===== config.mk =====
export PLATFORM = sky130hd
export DESIGN_NAME = ekc_ctrl
export DESIGN_NICKNAME = d
export VERILOG_FILES = /design/src/rtl/ekc_pkg.sv /design/src/rtl/ekc_ctrl.sv
export SDC_FILE = /design/constraint.sdc
export NUM_CORES = 1
export LEC_CHECK = 0
export BUFFER_PORTS_ARGS = -buffer_cell sky130_fd_sc_hd__buf_2
export CORE_AREA = 8 8 45 47
export DETAILED_ROUTE_END_ITERATION = 16
export DIE_AREA = 0 0 53 55
export GPL_ROUTABILITY_DRIVEN = 0
export PLACE_DENSITY = 0.36
export SYNTH_ARGS = -nofsm -noshare
export SYNTH_HDL_FRONTEND = slang
export SYNTH_SLANG_ARGS = --single-unit

===== constraint.sdc =====
create_clock -name clk -period 3.1 [get_ports clk]
set_input_delay 0.155 -clock clk [delete_from_list [all_inputs] [get_ports clk]]
set_output_delay 0.155 -clock clk [all_outputs]
set_load 0.005 [all_outputs]

===== src/rtl/ekc_pkg.sv =====
// shared types and constants for the expiring key cache
// no dependencies; imported by every module of the block
`default_nettype none

package ekc_pkg;

  localparam int ENTRIES     = 128;
  localparam int POLICY_BITS = 16;
  localparam int TIME_BITS   = 48;
  localparam int KEY_W       = 32;
  localparam int GEN_W       = 32;
  localparam int LIFE_W      = 32;
  localparam int IDX_W       = $clog2(ENTRIES);
  localparam int CNT_W       = $clog2(ENTRIES + 1);
  localparam int AGE_W       = (TIME_BITS > LIFE_W) ? TIME_BITS : LIFE_W;

  localparam logic [LIFE_W-1:0] LIFETIME_RESET = LIFE_W'(30000);

  // request actions
  localparam logic [1:0] ACT_LOOKUP     = 2'd0;
  localparam logic [1:0] ACT_PUBLISH    = 2'd1;
  localparam logic [1:0] ACT_INVALIDATE = 2'd2;

  // configuration register indexes
  localparam int CFG_IDX_W = 2;
  localparam logic [CFG_IDX_W-1:0] CFG_GENERATION = 2'd0;
  localparam logic [CFG_IDX_W-1:0] CFG_LIFETIME   = 2'd1;

  typedef struct packed {
    logic [1:0]             action;
    logic [KEY_W-1:0]       process_key;
    logic [TIME_BITS-1:0]   now_ms;
    logic [POLICY_BITS-1:0] policy_in;
  } req_t;

  typedef struct packed {
    logic                   hit;
    logic [POLICY_BITS-1:0] policy_out;
    logic [TIME_BITS-1:0]   stamp_out;
    logic                   evicted;
  } rsp_t;

  typedef struct packed {
    logic [KEY_W-1:0]       key;
    logic [TIME_BITS-1:0]   stamp;
    logic [GEN_W-1:0]       gen;
    logic [POLICY_BITS-1:0] policy;
  } entry_t;

  // controller to datapath
  typedef struct packed {
    logic load;
    logic issue;
    logic finish;
  } cmd_t;

  // datapath to controller
  typedef struct packed {
    logic req_scan;
    logic issue_done;
    logic scan_done;
    logic out_free;
  } status_t;

endpackage

`default_nettype wire


===== src/rtl/ekc_ctrl.sv =====
// controller state machine for the expiring key cache
// depends on ekc_pkg; drives commands to ekc_dpath
`default_nettype none

module ekc_ctrl import ekc_pkg::*; (
  input  logic    clk,
  input  logic    rst,
  input  logic    req_valid,
  output logic    req_stall,
  input  status_t status,
  output cmd_t    cmd
);

  typedef enum logic [2:0] {
    S_IDLE   = 3'b001,
    S_SCAN   = 3'b010,
    S_FINISH = 3'b100
  } state_t;

  state_t state, state_next;

  assign req_stall = (state != S_IDLE);

  always_comb begin
    state_next = state;
    cmd        = '0;
    unique case (state)
      S_IDLE: begin
        if (req_valid) begin
          cmd.load   = 1'b1;
          state_next = status.req_scan ? S_SCAN : S_FINISH;
        end
      end
      S_SCAN: begin
        cmd.issue = !status.issue_done;
        if (status.scan_done) begin
          state_next = S_FINISH;
        end
      end
      S_FINISH: begin
        if (status.out_free) begin
          cmd.finish = 1'b1;
          state_next = S_IDLE;
        end
      end
      default: begin
        state_next = S_IDLE;
      end
    endcase
  end

  always_ff @(posedge clk) begin
    if (rst) begin
      state <= S_IDLE;
    end else begin
      state <= state_next;
    end
  end

endmodule

`default_nettype wire


## Word-level counts from Yosys, hierarchy flattened

Index checks and enable logic that the tools add are counted.

- Reduce and logical (&&, ||, !) cells: 2
- Magnitude comparators: 0
- Shift-type cells: 0
- Muxes and demuxes: 10
- Bitwise logic cells: 0
- Add/subtract/negate cells: 0
- Equal/unequal tests: 7
- Multipliers: 0
- Div/mod/pow operators: 0

Operator list:

| operator | count |
|---|---|
| $mux W3 | 4 |
| $pmux W3 S3 | 1 |
| $ne A2 B2 Y1 const B | 3 |
| $mux W1 | 5 |
| $eq A3 B1 Y1 const B | 1 |
| $eq A3 B2 Y1 const B | 1 |
| $eq A3 B3 Y1 const B | 1 |
| $ne A3 B1 Y1 const B | 1 |
| $reduce_and A3 Y1 | 1 |
| $logic_not A1 Y1 | 1 |

- Latch bits: 0
- Memories: 0
- Memory bits (read-only): 0
- Output and inout port bits: 4
- Input bits: 7
- Logic and storage cells: 20
- Bits in writable memories: 0
- Register bits: 3

## Logic depth before layout (Yosys ltp)

- Depth in word-level cells: 3
- Depth in mapped cells: 3

## Worst setup path after synthesis

OpenSTA, ideal clock, no wires.

- Kind: flip-flop to flip-flop
- Start: reg state[2]
- End: reg state[0]
- Data required time: 2.985 ns
- Cell stages (with the launch flop): 4
- Path slack: 1.864 ns
- Data arrival time: 1.121 ns
- Cells stage by stage: dfxtp_1 inv_2 or4_4 a31o_1

- Cells in the longest elaborated chain, start to end: 3
- Elaborated cells between the ends (all ways): 8
- Classes of those cells: eq/ne (6); mux (1); reduce/logical (1)

RTL lines:

| element | RTL line | source |
|---|---|---|
| start: declaration | ekc_ctrl.sv:20 | `state_t state, state_next;` |
| start signal: assignment | ekc_ctrl.sv:56 | `state <= state_next;` |
| $eq A3 B2 Y1, or another cell as far along | ekc_ctrl.sv:27 | `unique case (state)` |
| $ne A2 B2 Y1 (no source line) | n/a |  |
| $reduce_and A3 Y1 (no source line) | n/a |  |

Parallel ways exist; a longest one is shown, timed or not.
A chain may end at the register's enable or synchronous reset.

==> flow_metrics.env <==
export IMPL_status="completed"
export IMPL_tightest_slew_ps=278.2
export IMPL_numClockSinks=3
export IMPL_cp_data_required_time_ps=2940
export IMPL_first_pass_grt_wire_length_um=807
export IMPL_cp_max_fo=6
export IMPL_internal_power_contribution_uw=103.9
export IMPL_hold_viol=0
export IMPL_holdBufCountCts=0
export IMPL_ys_types=16
export IMPL_detail_route_drc_violations=0
export IMPL_place_detailed_hpwl_um=459.8
export IMPL_grt_util_met3_pct=4.011
export IMPL_track_usage_pct=3.991
export IMPL_vias_in_the_first_global_route=218
export IMPL_cts_repair_resized=0
export IMPL_clock_tree_from_tritoncts="built"
export IMPL_number_of_i_o_port_buffers=10
export IMPL_total_switching_power_uw=36.10
export IMPL_count_of_non_filler_cells_in_the_finished_layout=51
export IMPL_rows=14
export IMPL_number_of_antenna_violations_at_the_first_check_in_global_routing=0
export IMPL_final_nets=43
export IMPL_largest_registers="state: 3 flops"
export IMPL_worst_ep_arrival_time_ps=1230
export IMPL_timing_max_transition_violations_final=0
export IMPL_criticalPathCategory="flop to output port"
export IMPL_overall_die_area_um2=2915
export IMPL_groute_layer_met1_usage_pct=3.044
export IMPL_htree_levels=1
export IMPL_dr_pass1_iterations=3
export IMPL_power_clock_fraction_pct=47.7
export IMPL_placed_cells_incl_taps=47
export IMPL_pwr_share_seq_pct=33.2
export IMPL_synthesis_instances=21
export IMPL_yosys_register_bits=3
export IMPL_drive_above_1_share_pct=45.71
export IMPL_power_density_nw_per_um2=515.8
export IMPL_rsz0062_at_grt="no"
export IMPL_switching_share_pct=25.78
export IMPL_die_width_um=53
export IMPL_kind_of_path_behind_the_tightest_hold_check="primary input to flop"
export IMPL_syn_nets=28
export IMPL_cts_path_max_buffers=2
export IMPL_grt_use_met2_pct=5.664
export IMPL_synth_yosys_seq_area_share_pct=34.29
export IMPL_drt_wl_total_um=572
export IMPL_power_share_combinational_pct=19.2
export IMPL_maxCapViolations=0
export IMPL_max_reg_flops=3
export IMPL_cp_start_kind="flop"
export IMPL_clock_tree_root_cell="clkbuf_4"
export IMPL_route_detailed_vias_per_inst=4.137
export IMPL_mappedNetlistArea_um2=175.2
export IMPL_tritoncts_num_buffers=3
export IMPL_detailroute_via_count=211
export IMPL_fp_coreArea_um2=1384
export IMPL_ioPinCount=11
export IMPL_final_cell_utilization_of_the_core_pct=19.62
export IMPL_flow_area_growth_from_synthesis_pct=55.00
export IMPL_initial_core_util_pct=12.66
export IMPL_synth_avg_cell_area_um2=8.341
export IMPL_postCtsSetupRepairBufs=0
export IMPL_clkLatencyLatePin_ps=230
export IMPL_vdd_ir_drop_max_uv=93.09
export IMPL_fin_crit_sh_pct=44.62
export IMPL_insertedDiodeCount=0
export IMPL_drtIter0Drc=3
export IMPL_max_slew_margin_rel_pct=81.42
export IMPL_gr_max_usage_layer="met2"
export IMPL_setup_viol=0
export IMPL_grt_max_degree=8
export IMPL_routedWlPerCell_um=11.22
export IMPL_finalClockSkew_ps=2.978
export IMPL_floorplan_die_height_um=55
export IMPL_finalCriticalPeriod_ps=1383
export IMPL_globalRoute_totalOverflow=0
export IMPL_p_leak_nw=0.1253
export IMPL_detail_route_antenna_nets=0
export IMPL_worst_setup_hold_path_clk_slew_ps=30
export IMPL_clock_fmax_ghz=0.7230
export IMPL_register_containing_the_most_flip_flops_in_the_final_layout="state"
export IMPL_critPathCaptureType="output port"
export IMPL_yosys_warnings=0
export IMPL_fin_tns_setup_ps=0
## layout by cell type (no fill, tap or decap), drive strengths merged
cell type  synthesis  layout
nand3b             1       1
nor3b              1       1
or4                1       1
nand4b             1       1
nor4b              1       1
nor2b              1       1
nor2               2       2
a221o              1       1
nor3               1       1
a31oi              2       2
buf                0      10
inv                2       2
nand2              2       2
a31o               1       1
clkbuf             0       4
dfxtp              3       3
nand3              1       1
## through the flow
stage | setup slack (ps) | hold slack, ps | power, mW | instance area [um2]
floorplan | 1864 | 231.8 | 0.06136 | 175.2
global placement | 1818 | 370.1 | 0.07407 | 245.2
detailed placement | 1817 | 366.2 | 0.07407 | 245.2
CTS | 1708 | 123.4 | 0.1439 | 271.5
global route | 1609 | 139.2 | 0.1486 | 271.5
finish | 1717 | 125.4 | 0.1400 | 271.5
## cell families after synthesis
kind of cell	after synthesis	synth area share (%)
AND/OR/NAND/NOR	12	42.86
AO/OA/AOI/OAI	4	18.57
flip-flops	3	34.29
buffers and inverters	2	4.282
## synthesized netlist by cell type
master,count,area (um2)
dfxtp_1,3,60.06
a31oi_1,2,12.51
nand2_1,2,7.510
nor2_1,2,7.510
a221o_2,1,11.26
a31o_1,1,8.760
inv_1,1,3.750
inv_2,1,3.750
nand3_1,1,5.000
nand3b_1,1,7.510
nand4b_1,1,8.760
nor2b_1,1,6.260
nor3_1,1,5.000
nor3b_1,1,7.510
nor4b_1,1,8.760
or4_4,1,11.26
## final cells by class
cell class	count	area, um2
tap	16	20.02
multi-input combinational	16	107.6
inverter	2	7.507
fill	157	1112
clock buffer	4	26.28
timing repair buffer	10	50.05
sequential	3	60.06
## worst max-delay path: stages, from the launching register on
cell	delay, ps
dfxtp_1	400
nor2b_1	280
nand3_1	150
inv_1	70
buf_2	100
## worst paths after layout
kind	from	endpoint	slack (ps)	cells after the start
worst max-delay path	state[0]	cmd[2]	1720	4
worst min-delay path	rst	state[1]	130	2
worst max register to register	state[2]	state[0]	1790	3
worst min register to register	state[2]	state[1]	480	1
## power groups by stage
stage          Combinational (mW)  Sequential, mW  Clock (mW)
2_1_floorplan              0.0155          0.0458           0
3_3_place_gp               0.0271          0.0469           0
3_5_place_dp               0.0271          0.0470           0
4_1_cts                    0.0272          0.0463      0.0703
5_1_grt                    0.0299          0.0470      0.0717
6_report                   0.0268          0.0465      0.0668
## layer usage
| metal | share of wire (%) | up-vias | routed length (um) |
|---|---|---|---|
| met5 | 0 | - | 0 |
| met4 | 0 | 0 | 0 |
| met3 | 19 | 0 | 108 |
| met2 | 37 | 10 | 214 |
| met1 | 44 | 94 | 249 |
| li1 | - | 107 | - |
(Power assumes the default switching activity.)
